===== src/sv/psm_pkg.sv =====
// ----------------------------------------------------------------------------
// psm_pkg
// Shared types and constants of the p-code stack machine execute unit.
// ----------------------------------------------------------------------------
package psm_pkg;

    localparam int STACK_DEPTH = 32;
    localparam int CODE_DEPTH  = 32;
    localparam int MAX_LEVEL   = 3;

    localparam int OP_W   = 4;
    localparam int LEV_W  = 2;
    localparam int ADDR_W = 11;
    localparam int DATA_W = 32;
    localparam int STAT_W = 3;
    localparam int CNT_W  = 6;

    typedef enum logic [OP_W-1:0] {
        OP_INT = 4'd0,
        OP_STO = 4'd1,
        OP_LIT = 4'd2,
        OP_LOD = 4'd3,
        OP_OPR = 4'd4,
        OP_CAL = 4'd5,
        OP_FCH = 4'd6,
        OP_JMP = 4'd7,
        OP_JPC = 4'd8
    } t_op;

    typedef enum logic [3:0] {
        SUB_NEG = 4'd1,
        SUB_ADD = 4'd2,
        SUB_SUB = 4'd3,
        SUB_MUL = 4'd4,
        SUB_DIV = 4'd5,
        SUB_ODD = 4'd6,
        SUB_EQ  = 4'd7,
        SUB_NE  = 4'd8,
        SUB_LT  = 4'd9,
        SUB_GE  = 4'd10,
        SUB_GT  = 4'd11,
        SUB_LE  = 4'd12
    } t_sub;

    typedef enum logic [STAT_W-1:0] {
        ST_OK    = 3'd0,
        ST_DIV0  = 3'd1,
        ST_OVER  = 3'd2,
        ST_UNDER = 3'd3,
        ST_ADDR  = 3'd4
    } t_status;

    typedef enum logic [3:0] {
        S_IDLE,
        S_DECODE,
        S_RDY,
        S_RDX,
        S_WALK,
        S_WALKW,
        S_ADDR,
        S_RDA,
        S_ALU,
        S_DIV,
        S_WR1,
        S_WR2,
        S_WR3,
        S_TOP,
        S_TOPW,
        S_OUT
    } t_state;

endpackage


===== src/sv/psm_div.sv =====
// ----------------------------------------------------------------------------
// psm_div
// Radix-2 signed divider, one quotient bit per cycle, truncating toward zero.
// ----------------------------------------------------------------------------
module psm_div (
    input  logic                                i_clk,
    input  logic                                i_rst_n,
    input  logic                                i_start,
    input  logic signed [psm_pkg::DATA_W-1:0]   i_num,
    input  logic signed [psm_pkg::DATA_W-1:0]   i_den,
    output logic                                o_done,
    output logic        [psm_pkg::DATA_W-1:0]   o_quot
);
    localparam int W = psm_pkg::DATA_W;

    logic [W-1:0] r_q, r_d, r_rem;
    logic [5:0]   r_cnt;
    logic         r_busy, r_neg, r_done;
    logic [W:0]   w_trial;
    logic [W-1:0] w_rs;

    assign w_rs    = {r_rem[W-2:0], r_q[W-1]};
    assign w_trial = {1'b0, w_rs} - {1'b0, r_d};

    always_ff @(posedge i_clk) begin
        if (!i_rst_n) begin
            r_busy <= 1'b0;
            r_done <= 1'b0;
        end else begin
            r_done <= 1'b0;
            if (i_start) begin
                r_busy <= 1'b1;
                r_cnt  <= 6'(W);
                r_neg  <= i_num[W-1] ^ i_den[W-1];
                r_q    <= i_num[W-1] ? W'(-i_num) : i_num;
                r_d    <= i_den[W-1] ? W'(-i_den) : i_den;
                r_rem  <= '0;
            end else if (r_busy) begin
                if (!w_trial[W]) begin
                    r_rem <= w_trial[W-1:0];
                    r_q   <= {r_q[W-2:0], 1'b1};
                end else begin
                    r_rem <= w_rs;
                    r_q   <= {r_q[W-2:0], 1'b0};
                end
                r_cnt <= r_cnt - 6'd1;
                if (r_cnt == 6'd1) begin
                    r_busy <= 1'b0;
                    r_done <= 1'b1;
                end
            end
        end
    end

    assign o_done = r_done;
    assign o_quot = r_neg ? W'(-r_q) : r_q;
endmodule


===== src/sv/pcode_stack_machine_execute_unit.sv =====
// ----------------------------------------------------------------------------
// pcode_stack_machine_execute_unit
// Execute core of a PL/0-style stack machine: one instruction per input item,
// one status item per instruction.
//
//   channel  direction  signals
//   input    in         i_valid, o_stall, i_opcode, i_level, i_operand
//   output   out        o_valid, i_stall, o_next_pc, o_top_value,
//                       o_stack_count, o_halted, o_status
//
// Each item is executed through the single-port stack memory; the unit follows
// one static link per level, and a divide waits on the bit-serial divider.
// After reset the stack memory is cleared, one entry a cycle, while no item
// is accepted. The result is held until taken; the next item is accepted
// only after that.
// ----------------------------------------------------------------------------
module pcode_stack_machine_execute_unit #(
    parameter int STACK_DEPTH = psm_pkg::STACK_DEPTH,
    parameter int CODE_DEPTH  = psm_pkg::CODE_DEPTH,
    parameter int MAX_LEVEL   = psm_pkg::MAX_LEVEL
) (
    input  logic                              i_clk,
    input  logic                              i_rst_n,
    input  logic                              i_valid,
    output logic                              o_stall,
    input  logic [psm_pkg::OP_W-1:0]          i_opcode,
    input  logic [psm_pkg::LEV_W-1:0]         i_level,
    input  logic [psm_pkg::ADDR_W-1:0]        i_operand,
    output logic                              o_valid,
    input  logic                              i_stall,
    output logic [psm_pkg::ADDR_W-1:0]        o_next_pc,
    output logic signed [psm_pkg::DATA_W-1:0] o_top_value,
    output logic [psm_pkg::CNT_W-1:0]         o_stack_count,
    output logic                              o_halted,
    output logic [psm_pkg::STAT_W-1:0]        o_status
);
    localparam int DW = psm_pkg::DATA_W;
    localparam int AW = psm_pkg::ADDR_W;
    localparam int NW = psm_pkg::CNT_W;
    localparam int SW = $clog2(STACK_DEPTH);
    localparam int CW = SW + 2;

    logic [DW-1:0] r_mem [STACK_DEPTH];

    psm_pkg::t_state r_state, n_state;
    logic [SW:0]     r_clr;
    logic [CW-1:0]   r_cnt, n_cnt;
    logic [SW-1:0]   r_base, n_base;
    logic [AW-1:0]   r_pc, n_pc;
    logic [psm_pkg::OP_W-1:0]  r_op;
    logic [psm_pkg::LEV_W-1:0] r_lev, r_walk, n_walk;
    logic [AW-1:0]   r_opd;
    logic [SW-1:0]   r_frame, n_frame;
    logic [DW-1:0]   r_x, n_x, r_y, n_y, r_top, n_top;
    logic [psm_pkg::STAT_W-1:0] r_stat, n_stat;

    logic            w_we, w_div_go, w_div_done;
    logic [SW-1:0]   w_addr;
    logic [DW-1:0]   w_wdata, r_rdata, w_quot, w_alu;
    logic [CW:0]     w_need;
    logic [SW+AW:0]  w_fa;
    logic [psm_pkg::OP_W-1:0] w_opr_need;
    logic            w_binary, w_known;

    always_ff @(posedge i_clk) begin
        if (w_we) r_mem[w_addr] <= w_wdata;
        r_rdata <= r_mem[w_addr];
    end

    psm_div u_div (
        .i_clk   (i_clk),
        .i_rst_n (i_rst_n),
        .i_start (w_div_go),
        .i_num   (r_x),
        .i_den   (r_y),
        .o_done  (w_div_done),
        .o_quot  (w_quot)
    );

    always_ff @(posedge i_clk) begin
        if (!i_rst_n) begin
            r_state <= psm_pkg::S_IDLE;
            r_clr   <= '0;
            r_cnt   <= '0;
            r_base  <= '0;
            r_pc    <= '0;
            r_top   <= '0;
        end else begin
            if (r_clr <= (SW+1)'(STACK_DEPTH - 1)) r_clr <= r_clr + 1'b1;
            r_state <= n_state;
            r_cnt   <= n_cnt;
            r_base  <= n_base;
            r_pc    <= n_pc;
            r_top   <= n_top;
        end
        if (o_valid == 1'b0 && r_state == psm_pkg::S_IDLE && i_valid && !o_stall) begin
            r_op  <= i_opcode;
            r_lev <= i_level;
            r_opd <= i_operand;
        end
        r_walk  <= n_walk;
        r_frame <= n_frame;
        r_x     <= n_x;
        r_y     <= n_y;
        r_stat  <= n_stat;
    end

    assign w_binary = (r_opd >= AW'(2)) && (r_opd <= AW'(12)) && (r_opd != AW'(6));
    assign w_known  = (r_opd >= AW'(1)) && (r_opd <= AW'(12));
    assign w_opr_need = w_binary ? 4'd2 : 4'd1;
    assign w_fa     = (SW+AW+1)'(r_frame) + (SW+AW+1)'(r_opd);
    assign w_need   = (CW+1)'(r_cnt);

    always_comb begin
        unique case (r_opd[3:0])
            psm_pkg::SUB_NEG: w_alu = DW'(0) - r_x;
            psm_pkg::SUB_ADD: w_alu = r_x + r_y;
            psm_pkg::SUB_SUB: w_alu = r_x - r_y;
            psm_pkg::SUB_MUL: w_alu = r_x * r_y;
            psm_pkg::SUB_ODD: w_alu = DW'(r_x[0]);
            psm_pkg::SUB_EQ:  w_alu = DW'(r_x == r_y);
            psm_pkg::SUB_NE:  w_alu = DW'(r_x != r_y);
            psm_pkg::SUB_LT:  w_alu = DW'($signed(r_x) <  $signed(r_y));
            psm_pkg::SUB_GE:  w_alu = DW'($signed(r_x) >= $signed(r_y));
            psm_pkg::SUB_GT:  w_alu = DW'($signed(r_x) >  $signed(r_y));
            psm_pkg::SUB_LE:  w_alu = DW'($signed(r_x) <= $signed(r_y));
            default:          w_alu = r_x;
        endcase
    end

    assign o_stall = (r_state != psm_pkg::S_IDLE) || (r_clr <= (SW+1)'(STACK_DEPTH - 1));
    assign o_valid = (r_state == psm_pkg::S_OUT);
    assign o_next_pc     = r_pc;
    assign o_top_value   = (r_cnt == '0) ? '0 : r_top;
    assign o_stack_count = NW'(r_cnt);
    assign o_halted      = (r_pc >= AW'(CODE_DEPTH));
    assign o_status      = r_stat;

    always_comb begin
        n_state  = r_state;
        n_cnt    = r_cnt;
        n_base   = r_base;
        n_pc     = r_pc;
        n_walk   = r_walk;
        n_frame  = r_frame;
        n_x      = r_x;
        n_y      = r_y;
        n_top    = r_top;
        n_stat   = r_stat;
        w_we     = 1'b0;
        w_addr   = SW'(r_cnt - 1'b1);
        w_wdata  = r_x;
        w_div_go = 1'b0;
        if (r_clr <= (SW+1)'(STACK_DEPTH - 1)) begin
            w_we    = 1'b1;
            w_addr  = r_clr[SW-1:0];
            w_wdata = '0;
        end
        unique case (r_state)
            psm_pkg::S_IDLE: begin
                if (i_valid && !o_stall) n_state = psm_pkg::S_DECODE;
            end
            psm_pkg::S_DECODE: begin
                n_pc    = r_pc + 1'b1;
                n_stat  = psm_pkg::ST_OK;
                n_walk  = r_lev;
                n_frame = r_base;
                n_state = psm_pkg::S_TOP;
                unique case (r_op)
                    psm_pkg::OP_INT: begin
                        if ((CW+AW)'(r_cnt) + (CW+AW)'(r_opd) > (CW+AW)'(STACK_DEPTH))
                            n_stat = psm_pkg::ST_OVER;
                        else
                            n_cnt = CW'((CW+AW)'(r_cnt) + (CW+AW)'(r_opd));
                    end
                    psm_pkg::OP_STO, psm_pkg::OP_JPC: begin
                        if (r_cnt == '0) n_stat = psm_pkg::ST_UNDER;
                        else n_state = psm_pkg::S_RDY;
                    end
                    psm_pkg::OP_LIT: begin
                        if (r_cnt >= CW'(STACK_DEPTH)) n_stat = psm_pkg::ST_OVER;
                        else begin
                            n_x = DW'(r_opd);
                            n_state = psm_pkg::S_WR1;
                        end
                    end
                    psm_pkg::OP_LOD: begin
                        if (r_cnt >= CW'(STACK_DEPTH)) n_stat = psm_pkg::ST_OVER;
                        else n_state = psm_pkg::S_WALK;
                    end
                    psm_pkg::OP_CAL: begin
                        if (w_need + (CW+1)'(3) > (CW+1)'(STACK_DEPTH))
                            n_stat = psm_pkg::ST_OVER;
                        else n_state = psm_pkg::S_WALK;
                    end
                    psm_pkg::OP_OPR: begin
                        if (!w_known) n_state = psm_pkg::S_TOP;
                        else if (r_cnt < CW'(w_opr_need)) n_stat = psm_pkg::ST_UNDER;
                        else n_state = psm_pkg::S_RDY;
                    end
                    psm_pkg::OP_JMP: n_pc = r_opd;
                    default: ;
                endcase
            end
            psm_pkg::S_RDY: begin
                w_addr  = SW'(r_cnt - 1'b1);
                n_state = psm_pkg::S_RDX;
            end
            psm_pkg::S_RDX: begin
                w_addr = SW'(r_cnt - 2'd2);
                if (r_op == psm_pkg::OP_OPR && w_binary) begin
                    n_y = r_rdata;
                    n_state = psm_pkg::S_RDA;
                end else begin
                    n_x = r_rdata;
                    if (r_op == psm_pkg::OP_JPC) begin
                        if (r_rdata == '0) n_pc = r_opd;
                        n_cnt   = r_cnt - 1'b1;
                        n_state = psm_pkg::S_TOP;
                    end else if (r_op == psm_pkg::OP_STO) n_state = psm_pkg::S_WALK;
                    else n_state = psm_pkg::S_ALU;
                end
            end
            psm_pkg::S_WALK: begin
                w_addr = r_frame;
                if (int'(r_lev) > MAX_LEVEL) begin
                    n_stat = psm_pkg::ST_ADDR;
                    n_state = psm_pkg::S_TOP;
                end else if (r_walk == '0) n_state = psm_pkg::S_ADDR;
                else n_state = psm_pkg::S_WALKW;
            end
            psm_pkg::S_WALKW: begin
                if (r_rdata >= DW'(STACK_DEPTH)) begin
                    n_stat = psm_pkg::ST_ADDR;
                    n_state = psm_pkg::S_TOP;
                end else begin
                    n_frame = SW'(r_rdata);
                    n_walk  = r_walk - 1'b1;
                    n_state = psm_pkg::S_WALK;
                end
            end
            psm_pkg::S_ADDR: begin
                w_addr = SW'(w_fa);
                if (r_op == psm_pkg::OP_CAL) begin
                    n_x = DW'(r_frame);
                    n_state = psm_pkg::S_WR1;
                end else if (w_fa >= (SW+AW+1)'(STACK_DEPTH)) begin
                    n_stat = psm_pkg::ST_ADDR;
                    n_state = psm_pkg::S_TOP;
                end else if (r_op == psm_pkg::OP_STO) begin
                    w_we = 1'b1;
                    w_wdata = r_x;
                    n_cnt = r_cnt - 1'b1;
                    n_state = psm_pkg::S_TOP;
                end else n_state = psm_pkg::S_RDA;
            end
            psm_pkg::S_RDA: begin
                if (r_op == psm_pkg::OP_LOD) begin
                    n_x = r_rdata;
                    n_state = psm_pkg::S_WR1;
                end else begin
                    n_x = r_rdata;
                    n_state = psm_pkg::S_ALU;
                end
            end
            psm_pkg::S_ALU: begin
                if (r_opd[3:0] == psm_pkg::SUB_DIV) begin
                    if (r_y == '0) begin
                        n_stat = psm_pkg::ST_DIV0;
                        n_state = psm_pkg::S_TOP;
                    end else begin
                        w_div_go = 1'b1;
                        n_state = psm_pkg::S_DIV;
                    end
                end else begin
                    n_x = w_alu;
                    if (w_binary) n_cnt = r_cnt - 1'b1;
                    n_state = psm_pkg::S_WR1;
                end
            end
            psm_pkg::S_DIV: begin
                if (w_div_done) begin
                    n_x = w_quot;
                    n_cnt = r_cnt - 1'b1;
                    n_state = psm_pkg::S_WR1;
                end
            end
            psm_pkg::S_WR1: begin
                w_we = 1'b1;
                w_wdata = r_x;
                if (r_op == psm_pkg::OP_OPR) begin
                    w_addr = SW'(r_cnt - 1'b1);
                    n_state = psm_pkg::S_TOP;
                end else if (r_op == psm_pkg::OP_CAL) begin
                    w_addr = SW'(r_cnt);
                    n_state = psm_pkg::S_WR2;
                end else begin
                    w_addr = SW'(r_cnt);
                    n_cnt = r_cnt + 1'b1;
                    n_state = psm_pkg::S_TOP;
                end
            end
            psm_pkg::S_WR2: begin
                w_we = 1'b1;
                w_addr = SW'(r_cnt + 1'b1);
                w_wdata = DW'(r_base);
                n_state = psm_pkg::S_WR3;
            end
            psm_pkg::S_WR3: begin
                w_we = 1'b1;
                w_addr = SW'(r_cnt + 2'd2);
                w_wdata = DW'(r_pc);
                n_base = SW'(r_cnt);
                n_pc = r_opd;
                n_state = psm_pkg::S_TOP;
            end
            psm_pkg::S_TOP: begin
                w_addr = SW'(r_cnt - 1'b1);
                n_state = psm_pkg::S_TOPW;
            end
            psm_pkg::S_TOPW: begin
                n_top = r_rdata;
                n_state = psm_pkg::S_OUT;
            end
            psm_pkg::S_OUT: begin
                if (!i_stall) n_state = psm_pkg::S_IDLE;
            end
            default: n_state = psm_pkg::S_IDLE;
        endcase
    end
endmodule

===== config.mk =====
export PLATFORM = sky130hd
export DESIGN_NAME = pcode_stack_machine_execute_unit
export DESIGN_NICKNAME = d
export VERILOG_FILES = /design/src/sv/psm_pkg.sv /design/src/sv/psm_div.sv /design/src/sv/pcode_stack_machine_execute_unit.sv
export SDC_FILE = /design/constraint.sdc
export NUM_CORES = 2
export LEC_CHECK = 0
export ABC_AREA = 1
export BUFFER_PORTS_ARGS = -buffer_cell sky130_fd_sc_hd__buf_2
export CORE_MARGIN = 10
export CORE_UTILIZATION = 61
export CTS_CLUSTER_SIZE = 30
export DETAILED_ROUTE_END_ITERATION = 12
export HOLD_SLACK_MARGIN = 0.02
export PLACE_DENSITY_LB_ADDON = 0.12
export SLEW_MARGIN = 40
export SYNTH_ARGS = -nofsm -noshare
export SYNTH_HDL_FRONTEND = slang
export SYNTH_HIERARCHICAL = 1
export SYNTH_SLANG_ARGS = --single-unit

===== constraint.sdc =====
create_clock -name i_clk -period 9 [get_ports i_clk]
set_input_delay 1.35 -clock i_clk [delete_from_list [all_inputs] [get_ports i_clk]]
set_output_delay 1.35 -clock i_clk [all_outputs]
set_load 0.02 [all_outputs]

==> reports/summary.txt <==
Status: completed
Most area-consuming cells after synthesis: edfxtp_1 (45%), nand2_1 (16%), fa_1 (10%)
Die area: 0.150 sq mm
Fin. max-slew vios: 0
DR WL met2: 133000 microns
Die W: 387 microns
Post-synthesis adder-cell area fraction: 13.8%
Die height: 387 microns
Post-Synthesis Cells: 9612
DR WL/cell: 24.5 microns
Sequential share of the synthesized area: 46.9%
Total detailed-routing wirelength: 283000 microns
H-tree depth: 4
HPWL after DPL: 199000 microns
Worst setup EP type: flop
CTS root buf: clkbuf_16
DR WL met3: 29900 microns
Synth Register Bits: 1316
Hold WC Path Type: reg2reg
Largest net degree at the start of global routing: 172
Number of setup violations in the final report: 0
Synth Area in Compound Gates: 5.11%
Remaining DRCs: 0
Core ar.: 0.134 sq mm
DRT antenna net count: 0
Number of port buffers: 75
Post CTS Setup Buffer Count: 0
Layout cells sized above 1: 6.51%
Most frequent cells in the layout: nand2_1 (3475), inv_1 (1431), edfxtp_1 (1217)
Final Hold Violating Endpoints: 0
Fin Setup TNS: 0 ns
Vias in the first global route: 67104
Area fraction of the dominant cell type after synthesis: 44.5%
Critical path arrival: 8.88 ns
Synth Flop Type: edfxtp_1
CP cell instances: buf_4 > nand2_1 > fa_1 > fa_1 > fa_1 > inv_1 > fa_1 > fa_1 > fa_1 > fa_1 > inv_1 > fa_1 > inv_1 > ha_1 > a21oi_1 > o21ai_0 > a21oi_1 > o211ai_1 > or2_2 > nand3_1 > nand4_1 > nand3_1 > nand3_1
M1 wire length: 103000 microns
Period utilisation layout: 93.3%
Global route overflow: 0
Most common cell after layout, fill and taps aside: nand2_1
Simple-Gate Fraction of Synth Area: 24.1%
Post-synth EDFFs: 1217
Crit path required time: 9.49 ns
Reg clk slew, reported paths: 0.07 ns
First-pass GRT wire length: 418000 microns
Iteration count of the initial detailed-routing pass: 7
Xor and xnor area share after synthesis: 1.28%
Final Critical Period: 8.39 ns
Largest family of logic cells by synthesized area: simple AND/OR/NAND/NOR gates
Clk_skew: 0.0698 ns
I/O pin cnt: 76
Mapped Nets: 10293
Worst reg-to-reg path cell count: 23
Worst-Margin Slew: 0.938 ns
Cts hold-fix bufs: 0
CP Class: reg2reg
Async SR Flop Fraction: 0%
Initial antenna violation count: 17
Initial DRC Count: 8964
Nature of the critical path startpoint: flop
Worst-skew pair later-pin latency: 0.82 ns
Cell row count: 134
Post-layout nets: 10323
Initial core utilization: 61.4%
Clk sinks: 1316
Fmax: 0.119 GHz
Slowest cell on the critical path: edfxtp_1
Cell area after synthesis: 0.0821 sq mm
Area grow syn2layout: 9.54%
Max-cap check violation count: 0
Top sig layer: met5
Vias post-DR: 68739
GP Congestion: 1.05
Slew margin rel.: 37.5%
Post-synthesis mux area share: 0.0122%
Mapped Avg Cell Area: 8.54 sq um
Synth cell types: 59
TritonCTS clock tree: built
CTS Buf Count: 135
RSZ-0062 raised after global routing: no
CTS resizes: 0
Total track usage: 36.9%
Hold path depth: 0
Max stage delay on crit path: 0.94 ns
Worst path most repeated cell: fa_1
Cell taking the most area after synthesis: edfxtp_1
Crit-path max FO: 16
Vias/cell: 5.97
CTS Buffer Depth: 3
YS warnings: 6
==> stage by stage <==
stage / instances / setup slack, ns / area, sq um / hold slack (ns) / util [%]
2_1_floorplan: 9612 / 1.93 / 82100 / 0.408 / -
3_3_place_gp: 11248 / 0.767 / 85000 / 0.415 / 63.6
3_5_place_dp: 11264 / 0.828 / 85300 / 0.445 / 63.9
4_1_cts: 11507 / 0.767 / 89800 / 0.458 / 67.2
5_1_grt: 11516 / 0.333 / 89900 / 0.467 / 67.3
6_report: 11520 / 0.606 / 89900 / 0.455 / 67.3
==> sequential cells by signal (all words and copies together), names as in the netlist, 31 cells and up <==
register,cells
u_div/r_rem,31
r_rdata,32
u_div/r_q,32
u_div/r_d,32
r_y,32
r_mem,1024
r_x,32
r_top,32
==> cell families after synthesis <==
logic type	Yosys count
and+or+nand+nor	4903
buffers and inverters	1858
DFF	1316
AOI/OAI and AO/OA	754
adders and majority gates	660
xor gates and xnor gates	120
muxes	1
==> final timing paths <==
kind	from	end	slack (ns)
max	r_y[8]	r_x[24]	0.61
min	r_rdata[1]	r_y[1]	0.45
max reg2reg	r_y[8]	r_x[24]	0.61
min reg2reg	r_rdata[1]	r_y[1]	0.45
==> synth_stat cells, types with 99 or more instances <==
cell type and instances:
inv_1 1434, nor2_1 576, nand2_1 3476, nand3_1 575
clkbuf_1 257, ha_1 246, buf_2 112, a21oi_1 266
fa_1 414, dfxtp_1 99, o21ai_0 304, edfxtp_1 1217
==> worst max-delay path, delay by kind of cell (launching register included) <==
family,cells,cell delay [ns]
fa+ha+maj,9,4.50
simple gates,6,1.08
buf+inv,4,0.57
flops,1,0.94
compound gates,4,0.99
==> layout make-up <==
cell class | instances | area, sq um
inverters | 1456 | 5470
well taps | 1768 | 2210
diodes | 4 | 10.0
clock buffers | 163 | 3510
clock inverters | 80 | 912
fillers | 10391 | 43700
flip-flops and latches | 1316 | 38500
repair buffers | 295 | 2300
multi-input cells | 6438 | 37000
==> per-layer routing <==
layer	global-route usage (%)	vias to the layer above
li1	-	30574
met1	46.7	32887
met2	60.3	4362
met3	6.80	904
met4	19.8	12
met5	0	-
Power is not shown: default switching activity piles up to over one toggle a cycle in this logic, so the estimate is an artifact.
